## src/tcrs_pkg.sv

```systemverilog
// ----------------------------------------------------------------------------
// tcrs_pkg
// Shared types and constants for the totalistic cellular automaton rhythm
// search core: register map, rule actions, field widths and control structs.
// ----------------------------------------------------------------------------
package tcrs_pkg;

  // Fixed field widths
  localparam int unsigned PAT_W     = 32;
  localparam int unsigned RULE_W    = 8;
  localparam int unsigned DIST_W    = 10;
  localparam int unsigned GEN_W     = 16;
  localparam int unsigned ONSET_W   = 6;
  localparam int unsigned CFG_IDX_W = 4;
  localparam int unsigned CFG_DAT_W = 32;

  localparam logic [GEN_W-1:0] MAX_GEN_RESET = GEN_W'(1000);

  // Configuration register map
  typedef enum logic [CFG_IDX_W-1:0] {
    CFG_INIT_PATTERN = 4'd0,
    CFG_RULE_CODES   = 4'd1,
    CFG_DIST_LIMIT   = 4'd2,
    CFG_MAX_GEN      = 4'd3
  } cfg_reg_e;

  // Per-count cell action
  typedef enum logic [1:0] {
    ACT_KEEP  = 2'd0,
    ACT_CLEAR = 2'd1,
    ACT_SET   = 2'd2,
    ACT_FLIP  = 2'd3
  } cell_act_e;

  // Sequencer states
  typedef enum logic [1:0] {
    ST_IDLE = 2'd0,
    ST_RUN  = 2'd1,
    ST_DONE = 2'd2
  } seq_state_e;

  // Configuration register set
  typedef struct packed {
    logic [PAT_W-1:0]  init_pattern;
    logic [RULE_W-1:0] rule_codes;
    logic [DIST_W-1:0] distance_limit;
    logic [GEN_W-1:0]  max_generations;
  } cfg_t;

  // Per-cycle control from the sequencer to the serial datapath
  typedef struct packed {
    logic load;     // request accepted, prime the pass
    logic active;   // one cell processed this cycle
    logic first;    // leftmost edge cell
    logic last;     // rightmost edge cell
    logic note;     // a note cell (not an edge)
    logic restart;  // reload rather than evolve
  } step_ctrl_t;

  // Comparison results at the end of a pass
  typedef struct packed {
    logic [ONSET_W-1:0] onset_count;
    logic               same_count;
    logic [DIST_W-1:0]  move_dist;
  } metric_t;

endpackage

```

## src/tcrs_cfg_regs.sv

```systemverilog
// ----------------------------------------------------------------------------
// tcrs_cfg_regs
// Configuration register file, written through an indexed write channel.
// ----------------------------------------------------------------------------
module tcrs_cfg_regs (
  input  logic                          clk_i,
  input  logic                          rst_ni,
  input  logic                          cfg_we_i,
  input  logic [tcrs_pkg::CFG_IDX_W-1:0] cfg_index_i,
  input  logic [tcrs_pkg::CFG_DAT_W-1:0] cfg_data_i,
  output tcrs_pkg::cfg_t                cfg_o
);
  import tcrs_pkg::*;

  cfg_t cfg_q, cfg_d;

  // Register decode; unknown indexes are dropped
  always_comb begin
    cfg_d = cfg_q;
    if (cfg_we_i) begin
      unique case (cfg_index_i)
        CFG_INIT_PATTERN: cfg_d.init_pattern    = cfg_data_i[PAT_W-1:0];
        CFG_RULE_CODES:   cfg_d.rule_codes      = cfg_data_i[RULE_W-1:0];
        CFG_DIST_LIMIT:   cfg_d.distance_limit  = cfg_data_i[DIST_W-1:0];
        CFG_MAX_GEN:      cfg_d.max_generations = cfg_data_i[GEN_W-1:0];
        default:          cfg_d = cfg_q;
      endcase
    end
  end

  always_ff @(posedge clk_i or negedge rst_ni) begin
    if (!rst_ni) begin
      cfg_q.init_pattern    <= '0;
      cfg_q.rule_codes      <= '0;
      cfg_q.distance_limit  <= '0;
      cfg_q.max_generations <= MAX_GEN_RESET;
    end else begin
      cfg_q <= cfg_d;
    end
  end

  assign cfg_o = cfg_q;

endmodule

```

## src/tcrs_cell_row.sv

```systemverilog
// ----------------------------------------------------------------------------
// tcrs_cell_row
// Circulating cell row. While ctrl_i.active is high, one cell is updated
// per cycle: the old cell leaves at bit 0 and its new value enters at the
// top; a full pass over the ROW cells leaves the next generation in place.
// ----------------------------------------------------------------------------
module tcrs_cell_row #(
  parameter int unsigned NOTES = 32
) (
  input  logic                          clk_i,
  input  logic                          rst_ni,
  input  tcrs_pkg::step_ctrl_t          ctrl_i,
  input  logic [tcrs_pkg::RULE_W-1:0]   rule_codes_i,
  input  logic                          init_bit_i,
  output logic                          new_bit_o,
  output logic [NOTES-1:0]              notes_o
);
  import tcrs_pkg::*;

  localparam int unsigned ROW = NOTES + 2;

  logic [ROW-1:0] row_q, row_d;
  logic           prev_q;        // old value of the cell just processed
  logic           cur_v, left_v, right_v;
  logic [1:0]     sum_v;
  cell_act_e      act_v;
  logic           new_v;

  // Totalistic update of the cell at bit 0
  always_comb begin
    cur_v   = row_q[0];
    left_v  = ctrl_i.first ? 1'b0 : prev_q;
    right_v = ctrl_i.last  ? 1'b0 : row_q[1];
    sum_v   = 2'({1'b0, cur_v}) + 2'({1'b0, left_v}) + 2'({1'b0, right_v});
    act_v   = cell_act_e'(rule_codes_i[{sum_v, 1'b0} +: 2]);
    unique case (act_v)
      ACT_KEEP:  new_v = cur_v;
      ACT_CLEAR: new_v = 1'b0;
      ACT_SET:   new_v = 1'b1;
      ACT_FLIP:  new_v = ~cur_v;
      default:   new_v = cur_v;
    endcase
    // Reload: notes from the initial pattern, edges cleared
    if (ctrl_i.restart) begin
      new_v = ctrl_i.note & init_bit_i;
    end
    row_d = row_q;
    if (ctrl_i.active) begin
      row_d = {new_v, row_q[ROW-1:1]};
    end
  end

  always_ff @(posedge clk_i or negedge rst_ni) begin
    if (!rst_ni) begin
      row_q <= '0;
    end else begin
      row_q <= row_d;
    end
  end

  // Left neighbor carry, scratch only
  always_ff @(posedge clk_i) begin
    if (ctrl_i.active) begin
      prev_q <= cur_v;
    end
  end

  assign new_bit_o = new_v;
  assign notes_o   = row_q[NOTES:1];

endmodule

```

## src/tcrs_metric.sv

```systemverilog
// ----------------------------------------------------------------------------
// tcrs_metric
// Bit-serial comparison of the new note cells with the initial pattern:
// onset counts and swap distance. The swap distance is accumulated as the
// sum over positions of |prefix onsets(initial) - prefix onsets(row)|, which
// equals the matched-onset distance when the counts agree.
// ----------------------------------------------------------------------------
module tcrs_metric #(
  parameter int unsigned NOTES = 32
) (
  input  logic                        clk_i,
  input  logic                        rst_ni,
  input  tcrs_pkg::step_ctrl_t        ctrl_i,
  input  logic [tcrs_pkg::PAT_W-1:0]  init_pattern_i,
  input  logic                        new_bit_i,
  output logic                        init_bit_o,
  output tcrs_pkg::metric_t           metric_o
);
  import tcrs_pkg::*;

  localparam int unsigned CW = $clog2(NOTES + 1);

  logic [PAT_W-1:0]     init_sr_q, init_sr_d;
  logic [CW-1:0]        cnt_a_q, cnt_a_d;
  logic [CW-1:0]        cnt_b_q, cnt_b_d;
  logic signed [CW:0]   diff_q, diff_d;
  logic signed [CW:0]   neg_v;
  logic [CW-1:0]        abs_v;
  logic [DIST_W-1:0]    dist_q, dist_d;
  logic [DIST_W:0]      sum_v;
  logic                 a_v, b_v;

  // One note position per cycle, on cycles with an active note cell
  always_comb begin
    a_v       = init_sr_q[0];
    b_v       = new_bit_i;
    init_sr_d = init_sr_q;
    cnt_a_d   = cnt_a_q;
    cnt_b_d   = cnt_b_q;
    diff_d    = diff_q;
    dist_d    = dist_q;
    neg_v     = '0;
    abs_v     = '0;
    sum_v     = '0;
    if (ctrl_i.load) begin
      init_sr_d = init_pattern_i;
      cnt_a_d   = '0;
      cnt_b_d   = '0;
      diff_d    = '0;
      dist_d    = '0;
    end else if (ctrl_i.active && ctrl_i.note) begin
      init_sr_d = {1'b0, init_sr_q[PAT_W-1:1]};
      cnt_a_d   = cnt_a_q + CW'(a_v);
      cnt_b_d   = cnt_b_q + CW'(b_v);
      diff_d    = diff_q + $signed({{CW{1'b0}}, a_v}) - $signed({{CW{1'b0}}, b_v});
      neg_v     = -diff_d;
      abs_v     = diff_d[CW] ? neg_v[CW-1:0] : diff_d[CW-1:0];
      // Saturating distance accumulate
      sum_v     = {1'b0, dist_q} + (DIST_W+1)'(abs_v);
      dist_d    = sum_v[DIST_W] ? '1 : sum_v[DIST_W-1:0];
    end
  end

  always_ff @(posedge clk_i or negedge rst_ni) begin
    if (!rst_ni) begin
      cnt_a_q <= '0;
      cnt_b_q <= '0;
      diff_q  <= '0;
      dist_q  <= '0;
    end else begin
      cnt_a_q <= cnt_a_d;
      cnt_b_q <= cnt_b_d;
      diff_q  <= diff_d;
      dist_q  <= dist_d;
    end
  end

  always_ff @(posedge clk_i) begin
    init_sr_q <= init_sr_d;
  end

  // Results, final once the pass is over
  always_comb begin
    metric_o.onset_count = ONSET_W'(cnt_b_q);
    metric_o.same_count  = (cnt_a_q == cnt_b_q);
    metric_o.move_dist   = (cnt_a_q == cnt_b_q) ? dist_q : '0;
  end

  assign init_bit_o = a_v;

endmodule

```

## src/totalistic_ca_rhythm_search_core.sv

```systemverilog
// ----------------------------------------------------------------------------
// totalistic_ca_rhythm_search_core
// Bit-serial one-dimensional totalistic cellular automaton rhythm search.
//
// Usage:
//   Configuration is written over cfg_valid_i/cfg_index_i/cfg_data_i while
//   the core is idle; cfg_ready_o is always high. Index 0 initial pattern,
//   1 rule codes, 2 distance limit, 3 generation limit; others are dropped.
//   Each input request (restart_i) either reloads the row from the initial
//   pattern or advances one generation, and yields one result request.
//   A request is taken when in_valid_i is high and in_stall_o low.
//   The cell row of NOTES+2 cells is processed one cell per cycle; after
//   this serial pass the result is loaded into the output register, and
//   only then does the core return to idle and take a new request.
//   The finished result sits in an output register; while out_stall_i is
//   high it holds and the core waits before overwriting it.
//   Reset clears the row, the generation count and the registers (the
//   generation limit resets to 1000); no clearing pass is needed.
// ----------------------------------------------------------------------------
module totalistic_ca_rhythm_search_core #(
  parameter int unsigned NOTES = 32
) (
  input  logic                             clk_i,
  input  logic                             rst_ni,
  // Configuration write channel
  input  logic                             cfg_valid_i,
  output logic                             cfg_ready_o,
  input  logic [tcrs_pkg::CFG_IDX_W-1:0]   cfg_index_i,
  input  logic [tcrs_pkg::CFG_DAT_W-1:0]   cfg_data_i,
  // Input channel
  input  logic                             in_valid_i,
  output logic                             in_stall_o,
  input  logic                             restart_i,
  // Result channel
  output logic                             out_valid_o,
  input  logic                             out_stall_i,
  output logic [tcrs_pkg::PAT_W-1:0]       pattern_o,
  output logic [tcrs_pkg::ONSET_W-1:0]     onset_count_o,
  output logic                             same_count_o,
  output logic [tcrs_pkg::DIST_W-1:0]      move_dist_o,
  output logic                             found_o,
  output logic [tcrs_pkg::GEN_W-1:0]       generation_o,
  output logic                             exhausted_o
);
  import tcrs_pkg::*;

  localparam int unsigned ROW  = NOTES + 2;
  localparam int unsigned CNTW = $clog2(ROW);
  localparam int unsigned PW   = (NOTES > PAT_W) ? NOTES : PAT_W;
  localparam logic [CNTW-1:0] LAST_CELL = CNTW'(ROW - 1);

  cfg_t             cfg;
  step_ctrl_t       ctrl;
  metric_t          metric;
  seq_state_e       state_q, state_d;
  logic [CNTW-1:0]  cell_q, cell_d;
  logic             restart_q;
  logic [GEN_W-1:0] gen_q, gen_d;
  logic             accept_v, slot_free_v, result_load_v;
  logic             new_bit, init_bit;
  logic [NOTES-1:0] notes;
  logic [PW-1:0]    notes_ext;
  logic             found_v, exhausted_v;

  logic             out_valid_q;
  logic [PAT_W-1:0] pattern_q;
  logic [ONSET_W-1:0] onset_count_q;
  logic             same_count_q;
  logic [DIST_W-1:0] move_dist_q;
  logic             found_q;
  logic [GEN_W-1:0] generation_q;
  logic             exhausted_q;

  assign cfg_ready_o = 1'b1;

  tcrs_cfg_regs u_cfg (
    .clk_i       (clk_i),
    .rst_ni      (rst_ni),
    .cfg_we_i    (cfg_valid_i & cfg_ready_o),
    .cfg_index_i (cfg_index_i),
    .cfg_data_i  (cfg_data_i),
    .cfg_o       (cfg)
  );

  assign slot_free_v = ~out_valid_q | ~out_stall_i;

  // Sequencer next state
  always_comb begin
    state_d = state_q;
    unique case (state_q)
      ST_IDLE: if (in_valid_i) state_d = ST_RUN;
      ST_RUN:  if (cell_q == LAST_CELL) state_d = ST_DONE;
      ST_DONE: if (slot_free_v) state_d = ST_IDLE;
      default: state_d = ST_IDLE;
    endcase
  end

  // Sequencer outputs
  always_comb begin
    in_stall_o    = 1'b1;
    accept_v      = 1'b0;
    result_load_v = 1'b0;
    ctrl          = '0;
    ctrl.restart  = restart_q;
    unique case (state_q)
      ST_IDLE: begin
        in_stall_o = 1'b0;
        accept_v   = in_valid_i;
        ctrl.load  = in_valid_i;
      end
      ST_RUN: begin
        ctrl.active = 1'b1;
        ctrl.first  = (cell_q == '0);
        ctrl.last   = (cell_q == LAST_CELL);
        ctrl.note   = (cell_q != '0) && (cell_q != LAST_CELL);
      end
      ST_DONE: result_load_v = slot_free_v;
      default: in_stall_o = 1'b1;
    endcase
  end

  // Cell counter and generation count
  always_comb begin
    cell_d = cell_q;
    if (accept_v) begin
      cell_d = '0;
    end else if (ctrl.active) begin
      cell_d = ctrl.last ? '0 : cell_q + 1'b1;
    end
    gen_d = gen_q;
    if (accept_v) begin
      if (restart_i) begin
        gen_d = '0;
      end else if (gen_q != '1) begin
        gen_d = gen_q + 1'b1;
      end
    end
  end

  always_ff @(posedge clk_i or negedge rst_ni) begin
    if (!rst_ni) begin
      state_q   <= ST_IDLE;
      cell_q    <= '0;
      restart_q <= 1'b0;
      gen_q     <= '0;
    end else begin
      state_q <= state_d;
      cell_q  <= cell_d;
      gen_q   <= gen_d;
      if (accept_v) begin
        restart_q <= restart_i;
      end
    end
  end

  tcrs_cell_row #(.NOTES(NOTES)) u_row (
    .clk_i        (clk_i),
    .rst_ni       (rst_ni),
    .ctrl_i       (ctrl),
    .rule_codes_i (cfg.rule_codes),
    .init_bit_i   (init_bit),
    .new_bit_o    (new_bit),
    .notes_o      (notes)
  );

  tcrs_metric #(.NOTES(NOTES)) u_metric (
    .clk_i          (clk_i),
    .rst_ni         (rst_ni),
    .ctrl_i         (ctrl),
    .init_pattern_i (cfg.init_pattern),
    .new_bit_i      (new_bit),
    .init_bit_o     (init_bit),
    .metric_o       (metric)
  );

  // Result flags
  assign notes_ext   = PW'(notes);
  assign found_v     = metric.same_count & ~restart_q &
                       (metric.move_dist <= cfg.distance_limit);
  assign exhausted_v = ~found_v & (gen_q >= cfg.max_generations);

  // Output register
  always_ff @(posedge clk_i or negedge rst_ni) begin
    if (!rst_ni) begin
      out_valid_q <= 1'b0;
    end else if (result_load_v) begin
      out_valid_q <= 1'b1;
    end else if (!out_stall_i) begin
      out_valid_q <= 1'b0;
    end
  end

  always_ff @(posedge clk_i) begin
    if (result_load_v) begin
      pattern_q     <= notes_ext[PAT_W-1:0];
      onset_count_q <= metric.onset_count;
      same_count_q  <= metric.same_count;
      move_dist_q   <= metric.move_dist;
      found_q       <= found_v;
      generation_q  <= gen_q;
      exhausted_q   <= exhausted_v;
    end
  end

  assign out_valid_o   = out_valid_q;
  assign pattern_o     = pattern_q;
  assign onset_count_o = onset_count_q;
  assign same_count_o  = same_count_q;
  assign move_dist_o   = move_dist_q;
  assign found_o       = found_q;
  assign generation_o  = generation_q;
  assign exhausted_o   = exhausted_q;

endmodule

```

## config.mk

```make
export PLATFORM = sky130hd
export DESIGN_NAME = totalistic_ca_rhythm_search_core
export DESIGN_NICKNAME = d
export VERILOG_FILES = /design/src/tcrs_pkg.sv /design/src/tcrs_cfg_regs.sv /design/src/tcrs_cell_row.sv /design/src/tcrs_metric.sv /design/src/totalistic_ca_rhythm_search_core.sv
export SDC_FILE = /design/constraint.sdc
export NUM_CORES = 1
export LEC_CHECK = 0
export BUFFER_PORTS_ARGS = -buffer_cell sky130_fd_sc_hd__buf_2
export CORE_MARGIN = 3
export CORE_UTILIZATION = 35
export CTS_CLUSTER_DIAMETER = 40
export CTS_CLUSTER_SIZE = 12
export DETAILED_ROUTE_END_ITERATION = 8
export PLACE_DENSITY = 0.57
export SYNTH_ARGS = -nofsm -noshare
export SYNTH_HDL_FRONTEND = slang
export SYNTH_SLANG_ARGS = --single-unit
```

## constraint.sdc

```tcl
create_clock -name clk_i -period 6.4 [get_ports clk_i]
set_clock_uncertainty 0.1 [all_clocks]
set_input_delay 0.64 -clock clk_i [delete_from_list [all_inputs] [get_ports clk_i]]
set_output_delay 0.64 -clock clk_i [all_outputs]
set_load 0.01 [all_outputs]
```

-- Word level (Yosys, flattened, before mapping)
Index checks and enable logic that the tools add are counted.
- $add $sub $neg: 10
- magnitude comparators: 2
- equality and inequality tests: 16
- shift-type cells: 1
- multiplexer cells: 32
- bitwise gates (word level): 10
- reduce and logical (&&, ||, !) cells: 16
- operators by type and width (operator ; count):
    32-bit 2-to-1 mux ; 2
    6-bit 2-to-1 mux ; 8
    10-bit 2-to-1 mux ; 4
    16-bit 2-to-1 mux ; 2
    16-bit by 1-bit adder with 16-bit output (second input constant) ; 1
    16-bit >= comparator ; 1
    16-bit inequality test (second input constant) ; 1
    7-bit 2-to-1 mux ; 2
    6-bit by 1-bit adder with 6-bit output ; 2
    10-bit by 6-bit adder with 11-bit output ; 1
    10-bit <= comparator ; 1
    2-bit AND reduction ; 5
    4-bit by 2-bit == test with 1-bit output (second input constant) ; 2
    1-bit 2-to-1 mux ; 8
    8-bit by 4-bit indexed part select with 2-bit output ; 1
    7-bit by 2-bit adder with 7-bit output ; 1
    7-bit by 2-bit subtractor with 7-bit output ; 1
    6-bit by 1-bit adder with 6-bit output (second input constant) ; 1
    2-bit == test (second input constant) ; 3
    6-bit == test ; 1
    6-bit == test (second input constant) ; 1
    6-bit logical NOT ; 1
    2-bit 2-to-1 mux ; 3
    2-bit inequality test (second input constant) ; 3
    19 further kinds ; 31
- flip-flop bits (word level): 255
- bits of input ports: 42
- output and inout bits: 70
- logic and storage cells: 110

-- Longest topological paths before layout
- depth in word-level cells: 17
- depth in mapped cells: 26
- gate-level depth less buffers: 26

-- By module
From an unflattened synthesis, not the netlist that was laid out.
- cells, all modules: 898
- area, all modules: 11933.9 µm²
- modules (own cells, without submodules) (module ; instances ; cells an instance ; area an instance (µm²) ; sequential area each (µm²)):
    totalistic_ca_rhythm_search_core ; 1 ; 315 ; 4131.5 ; 2662.6
    tcrs_metric ; 1 ; 312 ; 3472.1 ; 1686.6
    tcrs_cfg_regs ; 1 ; 144 ; 2651.3 ; 1659.1
    tcrs_cell_row ; 1 ; 127 ; 1679.1 ; 880.8

-- Worst setup path before layout
Ideal clock, no wire load.
- path kind: reg2reg
- from: reg cell_q[2]
- to: reg u_metric.dist_q[8]
- setup time: 0.094 ns
- data arrival time: 5.944 ns
- required time: 6.206 ns
- setup slack: 0.263 ns
- cell stages (with the launch flop): 25
- path buffers: 1
- period minus slack after synthesis: 6.137 ns
- path through: dfrtp_1 > or3_1 > clkbuf_1 > or2_2 > o21ai_0 > fa_1 > mux4_2 > a211oi_1 > nor2_1 > ha_1 > inv_1 > ha_1 > inv_1 > fa_1 > nand2b_1 > a21oi_1 > o32ai_1 > nor2_1 > mux2i_1 > fa_1 > nand2b_1 > a21oi_1 > o21ai_0 > a2111o_1 > a211oi_1
- longest elaborated chain between the ends: 16
- elaborated cells between the ends (all ways): 27
- those cells by class: 5 x add/sub; 5 x eq/ne; 1 x shift; 9 x mux; 1 x bitwise; 6 x reduce/logical
- RTL lines (element ; line ; text):
    from (decl) ; totalistic_ca_rhythm_search_core.sv:56 ; logic [CNTW-1:0] cell_q, cell_d;
    from (signal assigned) ; totalistic_ca_rhythm_search_core.sv:148 ; cell_q <= cell_d;
    6-bit logical NOT ; totalistic_ca_rhythm_search_core.sv:113 ; ctrl.first = (cell_q == '0);
    4-bit 2-to-1 mux * ; totalistic_ca_rhythm_search_core.sv:105 ; unique case (state_q)
    1-bit 2-to-1 mux ; tcrs_cell_row.sv:32 ; left_v = ctrl_i.first ? 1'b0 : prev_q;
    1-bit by 1-bit adder with 2-bit output ; tcrs_cell_row.sv:34 ; sum_v = 2'({1'b0, cur_v}) + 2'({1'b0, left_v}) + 2'({1'b0, right_v});
    2-bit by 1-bit adder with 2-bit output ; tcrs_cell_row.sv:34 ;
    8-bit by 4-bit indexed part select with 2-bit output ; tcrs_cell_row.sv:35 ; act_v = cell_act_e'(rule_codes_i[{sum_v, 1'b0} +: 2]);
    2-bit == test, or another cell as far along ; tcrs_cell_row.sv:36 ; unique case (act_v)
    1-bit one-hot mux with 4 select lines ; tcrs_cell_row.sv:36 ;
    1-bit 2-to-1 mux * ; tcrs_cell_row.sv:44 ; if (ctrl_i.restart) begin
    via new_bit ; totalistic_ca_rhythm_search_core.sv:60 ; logic new_bit, init_bit;
    7-bit by 2-bit subtractor with 7-bit output * ; tcrs_metric.sv:55 ; diff_d = diff_q + $signed({{CW{1'b0}}, a_v}) - $signed({{CW{1'b0}}, b_v});
    6-bit negation ; tcrs_metric.sv:56 ; neg_v = -diff_d;
    6-bit 2-to-1 mux * ; tcrs_metric.sv:57 ; abs_v = diff_d[CW] ? neg_v[CW-1:0] : diff_d[CW-1:0];
    10-bit by 6-bit adder with 11-bit output * ; tcrs_metric.sv:59 ; sum_v = {1'b0, dist_q} + (DIST_W+1)'(abs_v);
    10-bit 2-to-1 mux * ; tcrs_metric.sv:60 ; dist_d = sum_v[DIST_W] ? '1 : sum_v[DIST_W-1:0];
    10-bit 2-to-1 mux * ; tcrs_metric.sv:51 ; end else if (ctrl_i.active && ctrl_i.note) begin
    10-bit 2-to-1 mux * ; tcrs_metric.sv:45 ; if (ctrl_i.load) begin
    to (signal assigned) ; tcrs_metric.sv:74 ; dist_q <= dist_d;
    to (decl) ; tcrs_metric.sv:29 ; logic [DIST_W-1:0] dist_q, dist_d;
The timed path passes the listed nets; every way through them passes the cells marked *. The select of a mux whose other input is x is not followed.
A chain may end at the register's enable or synchronous reset.

-- Worst setup path in the final report
Ends and elaborated chain as after synthesis.

==> impl_metrics.env <==
export IMPL_layout_nets=1227
export IMPL_synth_nets=1089
export IMPL_synth_area_mux_share_pct=6.58
export IMPL_grt_ovfl_total=0
export IMPL_syn_area_sq_mm=0.0114
export IMPL_antenna_cells=0
export IMPL_rows=65
export IMPL_p_switching_uw=3080
export IMPL_power_frac_comb_pct=42.2
export IMPL_final_common_cell="nand2_1"
export IMPL_synth_xor_area_share_pct=2.46
export IMPL_setup_tns_ps=0
export IMPL_synth_simple_gate_area_share_pct=14.6
export IMPL_antenna_found_initial=3
export IMPL_drt_total_wl_microns=24100
export IMPL_max_slew_margin_rel_pct=35.9
export IMPL_yosysTopAreaCellShare_pct=32.8
export IMPL_hold_viol=0
export IMPL_yosys_warnings=0
export IMPL_remaining_drc_errors=0
export IMPL_synth_compound_area_share_pct=6.94
export IMPL_worstPathArrival_ps=6370
export IMPL_pwr_density_cell_mw_per_mm2=595
export IMPL_track_usage_pct=14.3
export IMPL_die_area_sq_mm=0.0347
export IMPL_min_from="cfg_data_i[25]"
export IMPL_gp_congestion=0.839
export IMPL_crit_path_start_kind="flop"
export IMPL_first_global_vias=7682
export IMPL_cts_root_buf="clkbuf_16"
export IMPL_clk_path_buf_depth=3
export IMPL_criticalPathCategory="reg2reg"
export IMPL_cp_required_ps=6720
export IMPL_tightest_slew_ps=954
export IMPL_fmax_mhz=165
export IMPL_switching_share_pct=37.1
export IMPL_drt_iter0_markers=412
export IMPL_seq_area_frac_synth_pct=60.6
export IMPL_htree_levels=2
export IMPL_dp_hpwl_microns=16000
export IMPL_clkPwrFrac_pct=26.7
export IMPL_cts_tree="yes"
export IMPL_grt_max_degree=59
export IMPL_hold_path_class="in2reg"
export IMPL_vias=7633
export IMPL_drv_cap=0
export IMPL_avgSynthCellArea_sq_um=11.4
export IMPL_ioPinCount=112
export IMPL_ys_ff_latch=255
export IMPL_rsz0062_at_grt="false"
export IMPL_nFillCells=3018
export IMPL_p_int_uw=5220
export IMPL_via_per_inst=4.77
export IMPL_synthFlopType="dfrtp_1"
export IMPL_final_cells=1601
export IMPL_synth_fa_ha_area_share_pct=5.81
export IMPL_p_leak_uw=0.00627
export IMPL_end_kind="flop"
export IMPL_die_w_microns=186
export IMPL_report_final_slew_viol_count=0
export IMPL_fp_dieH_microns=186
export IMPL_clkTransAtPathRegs_ps=50
export IMPL_design_core_area_sq_mm=0.0318
export IMPL_start_util_pct=35.8
export IMPL_fin_crit_ps=6050
export IMPL_cts_sinks=255
export IMPL_grt_pass1_wl_microns=39900
export IMPL_seqPwrFrac_pct=31.1
export IMPL_holdWs_ps=248
export IMPL_final_antenna_net_count=0
export IMPL_area_delta_synth_final_pct=22.7
export IMPL_reg2reg_from="cell_q[2]$_DFFE_PN0P_"
export IMPL_synthCells=996
export IMPL_synthArstFlopShare_pct=60.8
export IMPL_worstSetupStartpoint="cell_q[2]$_DFFE_PN0P_"
export IMPL_io_buffers=110
export IMPL_wl_per_cell_microns=15.1
export IMPL_irDropWorstVdd_mv=0.370
export IMPL_path_max_fanout=5
export IMPL_dpl_cell_area_sq_mm=0.0125
export IMPL_synth_top_family_by_area="simple AND/OR/NAND/NOR gates"
export IMPL_synth_edf_count=100
export IMPL_fin_crit_sh_pct=94.5
export IMPL_drive_gt1_share_pct=25.1
export IMPL_final_cell_mix="239 x nand2_1, 149 x dfrtp_1, 109 x buf_2, 100 x edfxtp_1, 58 x mux2_2"
export IMPL_synth_distinct_cells=64
export IMPL_setup_violations=0
export IMPL_cts_buffers_inserted=42
export IMPL_placed_cells=1523
export IMPL_drt_pre_antenna_iters=4
export IMPL_status="finished clean"
export IMPL_clk_latency_ps=520
export IMPL_design_area_sq_mm=0.0140
export IMPL_yosysTopAreaCell="dfrtp_1"
export IMPL_synthTopCellsByArea="dfrtp_1 33%, edfxtp_1 26%, nand2_1 7.9%"
## power groups by stage
stage               clock (uW)  combinational (uW)  sequential, uW
finish                    2220                3510            2580
global route              2350                4000            2650
detailed placement           0                3420            2610
global placement             0                3320            2600
floorplan                    0                2670            2520
CTS                       2280                3440            2580
## Yosys cell counts (all sizes together) (10+ instances only)
master  instances
edfxtp        100
buf            10
nand3          25
nor2           39
xor2           21
dfrtp         149
nand2         239
mux2           58
a21oi          29
nor3           11
nand4          12
o21ai          45
ha             48
inv            54
clkbuf         24
xnor2          11
## cell type report
cell class	instances	area [sq um]	area share [%]
clock inverter	31	332	2.37
sequential	255	6890	49.3
inverter	55	206	1.48
timing repair buffer	128	694	4.97
multi-input combinational	652	4220	30.2
tap	435	544	3.90
clock buffer	45	1070	7.68
## kinds of logic (layout without fill, tap and decap cells)
family | count (synthesis) | in the layout
XOR/XNOR | 32 | 32
adder cells (fa/ha/maj) | 51 | 51
AND/OR/NAND/NOR | 377 | 377
other | 1 | 1
buffers and inverters | 89 | 259
AO/OA/AOI/OAI | 126 | 126
multiplexers | 65 | 65
flip-flops | 255 | 255
## repair_timing
item	CTS	global route
endpoints found under the setup margin	1	7
gates resized for setup	1	10
pin swaps	0	3
setup buffers	0	1
endpoints found under the hold margin	41	0
hold buffers	1	0
cloned	0	0
## metrics by stage
| step | total power [uW] | utilization, % | setup slack (ps) |
|---|---|---|---|
| detailed placement | 6030 | 39.3 | 8.34 |
| CTS | 8310 | 43.7 | 39.1 |
| global placement | 5920 | 39.3 | 134 |
| finish | 8300 | 43.9 | 354 |
| global route | 9000 | 43.9 | 36.1 |
| floorplan | 5190 | - | 263 |
## worst paths after layout
path | slack, ps | depth (start not counted) | to
setup / recovery | 350 | 23 | u_metric.dist_q[8]$_DFFE_PN0P_
hold / removal | 250 | 2 | u_cfg.cfg_o[59]$_DFFE_PN0P_
setup reg to reg | 350 | 23 | u_metric.dist_q[8]$_DFFE_PN0P_
hold reg to reg | 360 | 0 | u_row.prev_q$_DFFE_PP_
max in group asynchronous | 4550 | 3 | u_metric.cnt_a_q[3]$_DFFE_PN0P_
min in group asynchronous | 510 | 2 | u_cfg.cfg_o[52]$_DFFE_PN0P_
## layer usage
layer	share of wire, %	vias up	track usage [%]	wire length, microns
li1	-	3756	-	-
met1	48	3656	20.0	11600
met2	44	166	21.9	10500
met3	5.6	51	3.40	1340
met4	2.5	4	4.71	602
met5	0.087	-	0	21
## state kept, by name (all words and copies together) (netlist names), 7 cells and up
| name | cells |
|---|---|
| generation_o | 16 |
| u_cfg.cfg_o | 66 |
| u_row.row_q | 34 |
| gen_q | 16 |
| u_metric.init_sr_q | 32 |
| pattern_o | 32 |
| u_metric.diff_q | 7 |
| move_dist_o | 10 |
| u_metric.dist_q | 10 |
## critical path: stages (launching register included)
cell	delay, ps
dfrtp_1	400
or3_1	400
or2_2	330
o21ai_2	150
fa_2	470
mux4_2	450
a211oi_2	230
nor2_1	90
ha_1	280
inv_1	60
ha_1	150
inv_1	50
fa_1	380
nand2b_1	180
a21oi_2	150
a31o_2	220
nor2_1	90
mux2i_1	160
fa_1	430
nand2b_1	190
a21oi_2	180
o21ai_0	130
a2111o_1	450
a211oi_2	210
Note: power is estimated with default switching activity, not from simulation.
